### src/rtl/priority_thread_scheduler_macros.svh
// Assertion macros for the scheduler.
`ifndef PRIORITY_THREAD_SCHEDULER_MACROS_SVH
`define PRIORITY_THREAD_SCHEDULER_MACROS_SVH
`ifndef SYNTH
`define PTS_NEVER(label, expr, msg) \
  label: assert property (@(posedge clk) disable iff (rst) !(expr)) else $error(msg);
`define PTS_IMPLY(label, ante, cons, msg) \
  label: assert property (@(posedge clk) disable iff (rst) (ante) |-> (cons)) else $error(msg);
`else
`define PTS_NEVER(label, expr, msg)
`define PTS_IMPLY(label, ante, cons, msg)
`endif
`endif

### src/rtl/pts_pkg.sv
`default_nettype none
package pts_pkg;
  localparam int THREADS_DEF = 16;

  localparam logic [3:0] K_CREATE  = 4'd0;
  localparam logic [3:0] K_START   = 4'd1;
  localparam logic [3:0] K_DELETE  = 4'd2;
  localparam logic [3:0] K_WAIT    = 4'd3;
  localparam logic [3:0] K_TRIGGER = 4'd4;
  localparam logic [3:0] K_WAKEUP  = 4'd5;
  localparam logic [3:0] K_SLEEP   = 4'd6;
  localparam logic [3:0] K_EXIT    = 4'd7;
  localparam logic [3:0] K_PRIO    = 4'd8;
  localparam logic [3:0] K_RESCHED = 4'd9;
  localparam logic [3:0] K_WAITEND = 4'd10;

  localparam logic [5:0] ST_READY   = 6'd2;
  localparam logic [5:0] ST_WAIT    = 6'd4;
  localparam logic [5:0] ST_SUSPEND = 6'd8;
  localparam logic [5:0] ST_DORMANT = 6'd16;

  localparam logic [3:0] WK_SLEEP     = 4'd1;
  localparam logic [3:0] WK_THREADEND = 4'd9;

  localparam logic [2:0] RC_OK      = 3'd0;
  localparam logic [2:0] RC_UNKNOWN = 3'd1;
  localparam logic [2:0] RC_NOTDORM = 3'd2;
  localparam logic [2:0] RC_SELF    = 3'd3;
  localparam logic [2:0] RC_NOREADY = 3'd4;

  typedef struct packed {
    logic        used_en;
    logic        used;
    logic        state_en;
    logic [5:0]  state;
    logic        prio_en;
    logic [6:0]  prio;
    logic        wait_en;
    logic [3:0]  wkind;
    logic [15:0] wobj;
    logic        wc_en;
    logic [7:0]  wc;
  } pts_wr_t;

  typedef struct packed {
    logic        used;
    logic [5:0]  state;
    logic [6:0]  prio;
    logic [3:0]  wkind;
    logic [15:0] wobj;
    logic [7:0]  wc;
  } pts_rd_t;
endpackage
`default_nettype wire

### src/rtl/priority_thread_scheduler.sv
// channel | dir | tdata fields (low bit up)
// s_*     | in  | kind, thread_slot, use_current, priority_req, wait_kind, object_id, no_switch
// m_*     | out | result_code, running_slot, running_valid, switched
// One command at a time: a single table access, then up to two walks over the
// slot table (wait match, then pick) at one slot per cycle through the one table
// port. Sync reset clears the used bits and the running slot. Result waits in the
// output register until m_tready.
`default_nettype none
`include "priority_thread_scheduler_macros.svh"
module priority_thread_scheduler import pts_pkg::*; #(
  parameter int THREADS = THREADS_DEF
) (
  input  wire logic        clk,
  input  wire logic        rst,
  input  wire logic        s_tvalid,
  output logic             s_tready,
  input  wire logic [39:0] s_tdata,  // kind, thread_slot, use_current, priority_req,
                                     // wait_kind, object_id, no_switch, zero fill
  output logic             m_tvalid,
  input  wire logic        m_tready,
  output logic [15:0]      m_tdata   // result_code, running_slot, running_valid,
                                     // switched, zero fill
);
  localparam int SW = $clog2(THREADS);
  localparam logic [2:0] S_IDLE = 3'd0, S_SINGLE = 3'd1, S_WCUR = 3'd2,
                         S_TRIG = 3'd3, S_RESCH = 3'd4, S_OUT = 3'd5;

  logic [2:0]    st;
  logic [SW-1:0] ptr, cnt, run, orun, best;
  logic          pres, opres, found, nosw;
  logic [3:0]    kind, slot, tk;
  logic [6:0]    prio_r, bestp;
  logic [15:0]   tobj;
  logic [2:0]    code;
  pts_wr_t       wr;
  pts_rd_t       rd;

  wire logic [3:0]  in_kind = s_tdata[3:0];
  wire logic [3:0]  in_slot = s_tdata[7:4];
  wire logic        in_cur  = s_tdata[8];
  wire logic [6:0]  in_prio = s_tdata[15:9];
  wire logic [3:0]  in_wk   = s_tdata[19:16];
  wire logic [15:0] in_obj  = s_tdata[35:20];
  wire logic        in_nosw = s_tdata[36];
  wire logic        in_rng  = 32'(in_slot) < THREADS;
  wire logic [SW-1:0] in_idx = SW'(in_slot);
  wire logic        in_self = pres && in_rng && in_idx == run;
  wire logic        last = cnt == SW'(THREADS - 1);

  function automatic logic [SW-1:0] nxt(input logic [SW-1:0] p);
    return (p == SW'(THREADS - 1)) ? '0 : p + 1'b1;
  endfunction

  pts_table #(.THREADS(THREADS)) u_table (.clk, .rst, .ptr, .wr, .rd);

  logic [7:0] wc_inc, wc_dec;
  logic [5:0] wake_st, trig_st;
  always_comb begin
    wc_inc  = (rd.wc == 8'h7f) ? rd.wc : rd.wc + 8'd1;
    wc_dec  = (rd.wc == 8'h80) ? rd.wc : rd.wc - 8'd1;
    wake_st = rd.state & ~ST_WAIT;
    if ((wake_st & ST_SUSPEND) == 6'd0) wake_st = wake_st | ST_READY;
    trig_st = rd.state & ~ST_WAIT;
    if (trig_st == 6'd0) trig_st = ST_READY;
  end

  // table write for the current step
  always_comb begin
    wr = '0;
    case (st)
      S_SINGLE: begin
        case (kind)
          K_CREATE: begin
            wr.used_en = 1'b1; wr.used = 1'b1;
            wr.state_en = 1'b1; wr.state = ST_DORMANT;
            wr.prio_en = 1'b1; wr.prio = prio_r;
            wr.wait_en = 1'b1; wr.wc_en = 1'b1;
          end
          K_START: begin
            wr.state_en = rd.used && rd.state == ST_DORMANT;
            wr.state = ST_READY;
          end
          K_DELETE: begin
            wr.used_en = rd.used;
          end
          K_WAKEUP: begin
            wr.wc_en = rd.used; wr.wc = wc_inc;
            wr.state_en = rd.used && rd.wkind == WK_SLEEP && !wc_inc[7];
            wr.state = wake_st;
          end
          K_SLEEP: begin
            wr.wc_en = 1'b1; wr.wc = wc_dec;
          end
          K_EXIT: begin
            wr.state_en = 1'b1; wr.state = ST_DORMANT;
          end
          K_PRIO: begin
            wr.prio_en = rd.used; wr.prio = prio_r;
          end
          default: ;
        endcase
      end
      S_WCUR: begin
        wr.state_en = 1'b1; wr.state = ST_WAIT;
        wr.wait_en = 1'b1; wr.wkind = tk; wr.wobj = tobj;
      end
      S_TRIG: begin
        wr.state_en = rd.used && (rd.state & ST_WAIT) != 6'd0 &&
                      rd.wkind == tk && rd.wobj == tobj;
        wr.state = trig_st;
      end
      default: ;
    endcase
  end

  always_ff @(posedge clk) begin
    if (rst) begin
      st <= S_IDLE; pres <= 1'b0; run <= '0;
    end else begin
      case (st)
        S_IDLE: if (s_tvalid) begin
          kind <= in_kind; slot <= in_slot; prio_r <= in_prio;
          tk <= in_wk; tobj <= in_obj; nosw <= in_nosw && in_kind == K_TRIGGER;
          orun <= run; opres <= pres; code <= RC_OK; ptr <= in_idx;
          cnt <= '0; found <= 1'b0;
          st <= S_OUT;
          case (in_kind)
            K_CREATE, K_START, K_DELETE: begin
              if (in_self) code <= RC_SELF;
              else if (!in_rng) code <= RC_UNKNOWN;
              else st <= S_SINGLE;
            end
            K_WAIT: begin
              if (!pres) code <= RC_UNKNOWN;
              else begin ptr <= run; st <= S_WCUR; end
            end
            K_TRIGGER: begin ptr <= '0; st <= S_TRIG; end
            K_WAKEUP, K_WAITEND: if (in_rng) st <= S_SINGLE;
            K_SLEEP, K_EXIT: begin
              if (!pres) code <= RC_UNKNOWN;
              else begin ptr <= run; st <= S_SINGLE; end
            end
            K_PRIO: begin
              if (in_cur) begin
                if (!pres) code <= RC_UNKNOWN;
                else begin ptr <= run; st <= S_SINGLE; end
              end else if (!in_rng) code <= RC_UNKNOWN;
              else st <= S_SINGLE;
            end
            K_RESCHED: begin ptr <= nxt(pres ? run : '0); st <= S_RESCH; end
            default: ;
          endcase
        end
        S_SINGLE: begin
          st <= S_OUT;
          case (kind)
            K_START: begin
              if (!rd.used) code <= RC_UNKNOWN;
              else if (rd.state != ST_DORMANT) code <= RC_NOTDORM;
            end
            K_DELETE: begin
              if (!rd.used) code <= RC_UNKNOWN;
              else begin
                tk <= WK_THREADEND; tobj <= 16'(slot); ptr <= '0; st <= S_TRIG;
              end
            end
            K_SLEEP: if (wc_dec[7]) begin
              tk <= WK_SLEEP; tobj <= '0; st <= S_WCUR;
            end
            K_EXIT: begin
              tk <= WK_THREADEND; tobj <= 16'(run); ptr <= '0; st <= S_TRIG;
            end
            K_PRIO: if (!rd.used) code <= RC_UNKNOWN;
            K_WAITEND: if (rd.used && rd.state != ST_DORMANT) begin
              if (!pres) code <= RC_UNKNOWN;
              else begin
                tk <= WK_THREADEND; tobj <= 16'(slot); ptr <= run; st <= S_WCUR;
              end
            end
            default: ;
          endcase
        end
        S_WCUR: begin
          ptr <= nxt(run); cnt <= '0; found <= 1'b0; st <= S_RESCH;
        end
        S_TRIG: begin
          ptr <= nxt(ptr); cnt <= cnt + 1'b1;
          if (last) begin
            cnt <= '0; found <= 1'b0;
            if (nosw) st <= S_OUT;
            else begin ptr <= nxt(pres ? run : '0); st <= S_RESCH; end
          end
        end
        S_RESCH: begin
          // strict compare keeps the first hit after the running slot
          if (rd.used && (rd.state & ST_READY) != 6'd0 && (!found || rd.prio < bestp)) begin
            found <= 1'b1; best <= ptr; bestp <= rd.prio;
          end
          ptr <= nxt(ptr); cnt <= cnt + 1'b1;
          if (last) begin
            st <= S_OUT;
            if (rd.used && (rd.state & ST_READY) != 6'd0 && (!found || rd.prio < bestp)) begin
              run <= ptr; pres <= 1'b1;
            end else if (found) begin
              run <= best; pres <= 1'b1;
            end else code <= RC_NOREADY;
          end
        end
        S_OUT: if (m_tready) st <= S_IDLE;
        default: st <= S_IDLE;
      endcase
    end
  end

  wire logic sw = (pres != opres) || (pres && run != orun);
  assign s_tready = st == S_IDLE;
  assign m_tvalid = st == S_OUT;
  assign m_tdata  = {7'd0, sw, pres, 4'(run), code};

  `PTS_NEVER(a_one_side, s_tready && m_tvalid, "accepting while result pending")
  `PTS_IMPLY(a_sw_run, m_tvalid && m_tdata[8], m_tdata[7], "switched with nothing running")
  `PTS_IMPLY(a_code, m_tvalid, m_tdata[2:0] <= RC_NOREADY, "bad result code")
  `PTS_IMPLY(a_run_keep, !rst && $past(pres) && !rst, pres, "running thread lost")
endmodule
`default_nettype wire

### src/rtl/pts_table.sv
`default_nettype none
module pts_table import pts_pkg::*; #(
  parameter int THREADS = THREADS_DEF,
  localparam int SW = $clog2(THREADS)
) (
  input  wire logic          clk,
  input  wire logic          rst,
  input  wire logic [SW-1:0] ptr,
  input  wire pts_wr_t       wr,
  output pts_rd_t            rd
);
  logic [THREADS-1:0] used;
  logic [5:0]  state [THREADS];
  logic [6:0]  prio  [THREADS];
  logic [3:0]  wkind [THREADS];
  logic [15:0] wobj  [THREADS];
  logic [7:0]  wc    [THREADS];

  always_ff @(posedge clk) begin
    if (rst) begin
      used <= '0;
    end else if (wr.used_en) begin
      used[ptr] <= wr.used;
    end
  end

  always_ff @(posedge clk) begin
    if (wr.state_en) state[ptr] <= wr.state;
    if (wr.prio_en) prio[ptr] <= wr.prio;
    if (wr.wait_en) begin
      wkind[ptr] <= wr.wkind;
      wobj[ptr]  <= wr.wobj;
    end
    if (wr.wc_en) wc[ptr] <= wr.wc;
  end

  always_comb begin
    rd.used  = used[ptr];
    rd.state = state[ptr];
    rd.prio  = prio[ptr];
    rd.wkind = wkind[ptr];
    rd.wobj  = wobj[ptr];
    rd.wc    = wc[ptr];
  end
endmodule
`default_nettype wire

### config.mk
export PLATFORM = sky130hd
export DESIGN_NAME = priority_thread_scheduler
export DESIGN_NICKNAME = d
export VERILOG_FILES = /design/src/rtl/pts_pkg.sv /design/src/rtl/priority_thread_scheduler.sv /design/src/rtl/pts_table.sv
export VERILOG_INCLUDE_DIRS = /design/src /design/src/rtl
export SDC_FILE = /design/constraint.sdc
export NUM_CORES = 1
export LEC_CHECK = 0
export BUFFER_PORTS_ARGS = -buffer_cell sky130_fd_sc_hd__buf_2
export CORE_AREA = 2 2 257 259
export CTS_BUF_LIST = sky130_fd_sc_hd__clkbuf_2 sky130_fd_sc_hd__clkbuf_4 sky130_fd_sc_hd__clkbuf_8
export DETAILED_ROUTE_END_ITERATION = 8
export DIE_AREA = 0 0 259 261
export PLACE_DENSITY = 0.66
export SYNTH_ARGS = -nofsm -noshare
export SYNTH_HDL_FRONTEND = slang
export SYNTH_SLANG_ARGS = --single-unit
### constraint.sdc
create_clock -name clk -period 13.7 [get_ports clk]
set_input_delay 2.055 -clock clk [delete_from_list [all_inputs] [get_ports clk]]
set_output_delay 2.055 -clock clk [all_outputs]
set_load 0.005 [all_outputs]
=== Word level (Yosys, flattened, before mapping) ===
Memories as Yosys holds them, arrays and structs flattened. A register that Yosys moved wholly into a read port is not among the register bits.
Index checks and enable logic that the tools add are counted.

* $add $sub $neg: 6
* Multipliers: 0
* Div/mod/pow operators: 0
* Order comparisons: 3
* Equal/unequal tests: 53
* Shift-type cells: 0
* Multiplexer cells: 104
* Bitwise gates (word level): 1
* Reductions and logical operators: 43

{| class="wikitable"
|+ Operators by type and width
! operator !! number
|-
| $mux W4 || 26
|-
| $mux W16 || 5
|-
| $pmux W16 S4 || 1
|-
| $mux W3 || 21
|-
| $pmux W4 S4 || 3
|-
| $pmux W7 S3 || 2
|-
| $eq A4 B4 Y1 const B || 9
|-
| $pmux W16 S2 || 1
|-
| $pmux W8 S2 || 2
|-
| $eq A4 B3 Y1 const B || 7
|-
| $pmux W3 S3 || 3
|-
| $mux W8 || 3
|-
| $pmux W3 S7 || 1
|-
| $mux W20 || 1
|-
| $pmux W4 S5 || 1
|-
| $mux W1 || 18
|-
| $ne A3 B3 Y1 const B || 6
|-
| $pmux W3 S6 || 1
|-
| $add A4 B1 Y4 const B || 4
|-
| $bwmux W16 || 1
|-
| $eq A16 B16 Y1 || 1
|-
| $logic_and A1 B1 Y1 || 13
|-
| $eq A4 B1 Y1 const B || 3
|-
| $eq A4 B2 Y1 const B || 3
|-
| 49 further kinds || 74
|}

* Bits in registers: 88
* Latch bits: 0
* Bits in writable memories: 656
* Memory bits (read-only): 0
* Input bits: 44
* Output and inout port bits: 18
* Logic and storage cells: 233
* Memories kept: 5

{| class="wikitable"
|+ Memory list
! memory !! words !! bits a word !! read ports !! clocked after Yosys merged registers in !! write ports !! RTL line !! RTL
|-
| u_table.wobj || 16 || 16 || 1 || 1 || 1 || pts_table.sv:16 || <nowiki>logic [15:0] wobj [THREADS];</nowiki>
|-
| u_table.wc || 16 || 8 || 1 || 1 || 1 || pts_table.sv:17 || <nowiki>logic [7:0] wc [THREADS];</nowiki>
|-
| u_table.prio || 16 || 7 || 1 || 1 || 1 || pts_table.sv:14 || <nowiki>logic [6:0] prio [THREADS];</nowiki>
|-
| u_table.state || 16 || 6 || 1 || 1 || 1 || pts_table.sv:13 || <nowiki>logic [5:0] state [THREADS];</nowiki>
|-
| u_table.wkind || 16 || 4 || 1 || 1 || 1 || pts_table.sv:15 || <nowiki>logic [3:0] wkind [THREADS];</nowiki>
|}

=== Depth between registers and ports, before layout ===
* Depth in word-level cells: 8
* Depth in mapped cells: 20
* Mapped depth without buffers: 11

=== By module ===
A second synthesis with hierarchy kept.

* Cell total of the unflattened synthesis: 1735
* Area, all modules: 30863.4 µm²

{| class="wikitable"
|+ By module, submodules not included
! module !! times used !! cells each !! area each (µm²) !! sequential area each (µm²)
|-
| pts_table || 1 || 1188 || 25844.8 || 20019.2
|-
| priority_thread_scheduler || 1 || 547 || 5018.6 || 2082.0
|}

=== Worst setup path after synthesis ===
No wires, ideal clock.

* Path type: register to register
* Start: register with a tool-made name
* End: register best[0] (enable)
* Library setup time: 0.393 ns
* Arrival: 4.815 ns
* Data required time: 13.307 ns
* Path slack: 8.492 ns
* Stages on the path, launching flop included: 16
* Buffers on the path: 7
* Period minus slack after synthesis: 5.208 ns
* Cell sequence: dfxtp_1 buf_6 buf_12 buf_12 buf_4 buf_4 buf_4 buf_1 mux4_2 mux4_2 ha_1 a21o_1 a21o_1 a21oi_1 o2111ai_4 nor3_1

{| class="wikitable"
|+ RTL lines
! what !! RTL line !! RTL
|-
| to (signal assigned) || priority_thread_scheduler.sv:197 || <nowiki>found <= 1'b1; best <= ptr; bestp <= rd.prio;</nowiki>
|-
| to (decl) || priority_thread_scheduler.sv:29 || <nowiki>logic [SW-1:0] ptr, cnt, run, orun, best;</nowiki>
|}

==> results.py <==
metrics = {
    "run_status": {
        "status": "completed",
    },
    "final_layout": {
        "final_nets": 2064,
        "multiInputGateArea_um2": 9230,
        "register_area_um2": 22200,
        "syn2layout_area_growth_pct": 10.3,
        "n_fill_cell": 5062,
        "drive_above_1_share_pct": 23.7,
    },
    "grt": {
        "grt_start_max_net_pins": 52,
        "gr-usage-met3_pct": 4.29,
        "met2_usage_pct": 37.0,
        "use_met1_pct": 33.5,
        "grt_pass1_wl_um": 116000,
        "grt_busiest_layer": "met2",
        "grt_usage_pct": 23.4,
        "grt_overflow": 0,
        "grt_pass1_vias": 18100,
        "antenna_found_initial": 1,
    },
    "clocking": {
        "root_buffer": "clkbuf_8",
        "postCtsHoldBufs": 0,
        "path_clk_slew_ns": 0.06,
        "cts_sinks": 748,
        "cts_resized": 0,
        "cts_buffers": 118,
        "cts_tree": "built",
        "cts_setup_buffers": 0,
        "htree_num_levels": 3,
        "clk-insertion-delay-late_ns": 0.77,
        "clockBufferDepth": 3,
    },
    "synth": {
        "synth_flop_cell": "edfxtp_1",
        "synth-seq-cells": 748,
        "yosys-top-cells-area": "edfxtp_1 (67%), mux4_2 (11%), dfxtp_1 (1.7%)",
        "netlist_instances": 1901,
        "synth.yosys.seq_area_share_pct": 68.9,
        "synth_edf_count": 720,
        "yosysTopAreaCell": "edfxtp_1",
        "avgSynthCellArea_um2": 16.9,
        "ys_types": 92,
        "yosys_warnings": 0,
        "netlist_area_um2": 32200,
        "synthArstFlopShare_pct": 0,
        "synth_top_cell_area_share_pct": 67.2,
    },
    "setup_path": {
        "start_kind": "flip-flop",
        "cp-end-kind": "flip-flop",
        "path_class": "flip-flop to flip-flop",
        "crit_fanout": 44,
        "worstPathArrival_ns": 6.89,
        "required_ns": 14.06,
    },
    "timing": {
        "setup_viol": 0,
        "max_freq_mhz": 153,
        "report.final.slew_viol_count": 0,
        "tightest_slew_ns": 1.34,
        "clock_skew_ns": 0.0652,
        "layout_min_cycle_time_ns": 6.53,
        "rsz0062_at_grt": "no",
        "finalHoldViolCount": 0,
        "slew_headroom_pct": 10.2,
        "period_share_pct": 47.7,
        "finalSetupTns_ns": 0,
    },
    "detailed_routing": {
        "ant_nets": 0,
        "wl_per_cell_um": 26.6,
        "drtPass1Iterations": 6,
        "route.detailed.drc": 0,
        "routed_wl_um": 79100,
        "vias": 18200,
        "via_per_inst": 6.14,
        "drtIter0Drc": 2109,
    },
    "floorplanning": {
        "io_pins": 62,
        "die_w_um": 259,
        "coreArea_um2": 65000,
        "dieArea_um2": 67600,
        "std_cell_rows": 94,
        "dieHeight_um": 261,
        "start_util_pct": 49.5,
    },
    "placed_design": {
        "portBuffers": 51,
        "gp_congestion": 0.894,
        "place_hpwl_um": 48500,
    },
    "pwr": {
        "p_sw_share_pct": 31.1,
        "finalPower_mw": 5.97,
        "p_leak_nw": 11.3,
        "clockPowerShare_pct": 30.8,
        "p_sw_mw": 1.85,
        "power_density_nw_per_um2": 168,
        "irDropWorstVdd_mv": 0.109,
        "pwr-share-seq_pct": 44.6,
        "power_frac_comb_pct": 24.5,
        "p_int_mw": 4.11,
    },
    "worst_hold_path": {
        "hold_class": "flip-flop to flip-flop",
    },
    "flow_run": {
        "max-cap-violations": 0,
    },
}
[power groups by stage]
stage | Combinational [mW] | Clock, mW | Sequential [mW]
3_5_place_dp | 1.45 | 0 | 2.71
6_report | 1.46 | 1.84 | 2.66
3_3_place_gp | 1.43 | 0 | 2.71
4_1_cts | 1.46 | 1.87 | 2.67
2_1_floorplan | 1.17 | 0 | 2.63
5_1_grt | 1.57 | 1.97 | 2.67
[logic make-up after synthesis]
group / after synthesis / share of synthesized area (%)
multiplexers: 229 / 13.5
AO/OA/AOI/OAI: 261 / 6.06
adder cells (fa/ha/maj): 16 / 0.614
AND/OR/NAND/NOR: 454 / 7.12
flip-flops: 748 / 68.9
other: 1 / 0.0116
XOR/XNOR: 42 / 1.14
buffers and inverters: 150 / 2.65
[synth_stat cells (19+ instances only)]
cell      number
clkbuf_1      43
nand2_1       91
nor3_1        19
a21oi_1       35
o21ai_0       45
inv_1         35
dfxtp_1       28
and3_1        21
nor2_1       133
xnor2_1       27
edfxtp_1     720
and2_1        53
mux4_2       152
buf_2         21
nand3_1       46
buf_4         21
a22oi_1       31
mux2i_1       53
[critical path, cell delays in order, from the launching register on]
cell and delay (ns):
dfxtp_4 0.77, buf_4 0.69, buf_4 0.69, nor2_1 0.34, a221oi_1 0.46, o21ai_0 0.19, nand2_1 0.26, ha_1 0.25
inv_1 0.05, a41o_1 0.25, nor4_1 0.36, and3_1 0.43, mux2_2 0.38, a31oi_1 0.88
[through the flow]
step | hold slack, ns | utilization, % | instances | setup WS, ns | area [um^2]
after global routing | 0.517 | 54.6 | 2968 | 6.73 | 35500
final | 0.496 | 54.6 | 2969 | 7.17 | 35500
after detailed placement | 0.487 | 51.0 | 2749 | 7.31 | 33200
after CTS | 0.501 | 54.6 | 2967 | 7.30 | 35500
after floorplan | 0.430 | - | 1907 | 8.49 | 32200
after global placement | 0.474 | 51.0 | 2749 | 7.39 | 33200
[layer usage]
metal | share of wire, % | wire, um
met5 | 0 | 0
met4 | 2.2 | 1760
met3 | 7.6 | 6030
met2 | 47 | 37400
met1 | 43 | 33900
[final cells by class]
cell class                 count  share of cell area [%]
tap                          864                    3.05
multi-input combinational   1009                    26.0
clock inverter                53                   0.867
antenna                        2                  0.0141
sequential                   748                    62.5
inverter                      38                   0.402
clock buffer                 165                    5.60
timing repair buffer          90                    1.54
[placed cells by master (no fill, tap or decap), types with 6 or more instances in the layout]
master	n
mux2_2	16
nor2_1	117
ha_1	15
mux4_2	152
nor3_1	18
a211oi_1	10
nand2_1	91
o221ai_1	10
clkinv_2	11
nand2b_1	18
mux4_1	8
a21oi_1	35
nand3_1	46
clkbuf_8	120
a22o_1	12
nor2_2	17
edfxtp_1	720
and3_1	21
buf_4	39
o22ai_1	17
o211ai_1	7
xnor2_1	27
clkbuf_4	45
conb_1	7
a22oi_1	31
o21ai_0	45
mux2i_1	53
buf_2	51
or3_1	8
xor2_1	15
clkinv_1	36
nor2b_1	16
and2_1	53
nand4_1	6
o221ai_2	10
dfxtp_1	24
inv_1	34
a221oi_1	12
or2_2	6
a31oi_1	13
[sequential cells by signal (all words and copies together), names as in the netlist, 7 cells and up, named ones only]
register	flops
u_table.wkind	64
u_table.state	96
u_table.wobj	256
tobj	16
prio_r	7
u_table.wc	128
bestp	7
u_table.prio	112
u_table.used	16
[path summary, 6_finish.rpt]
path	from	to	slack [ns]	cells past startpoint
worst max-delay path	flip-flop	u_table.wc[12][1]	7.17	13
worst min-delay path	u_table.used[2]	u_table.used[2]	0.50	2
worst max register to register	flip-flop	u_table.wc[12][1]	7.17	13
worst min register to register	u_table.used[2]	u_table.used[2]	0.50	2
Note: power is estimated with default switching activity, not from simulation.
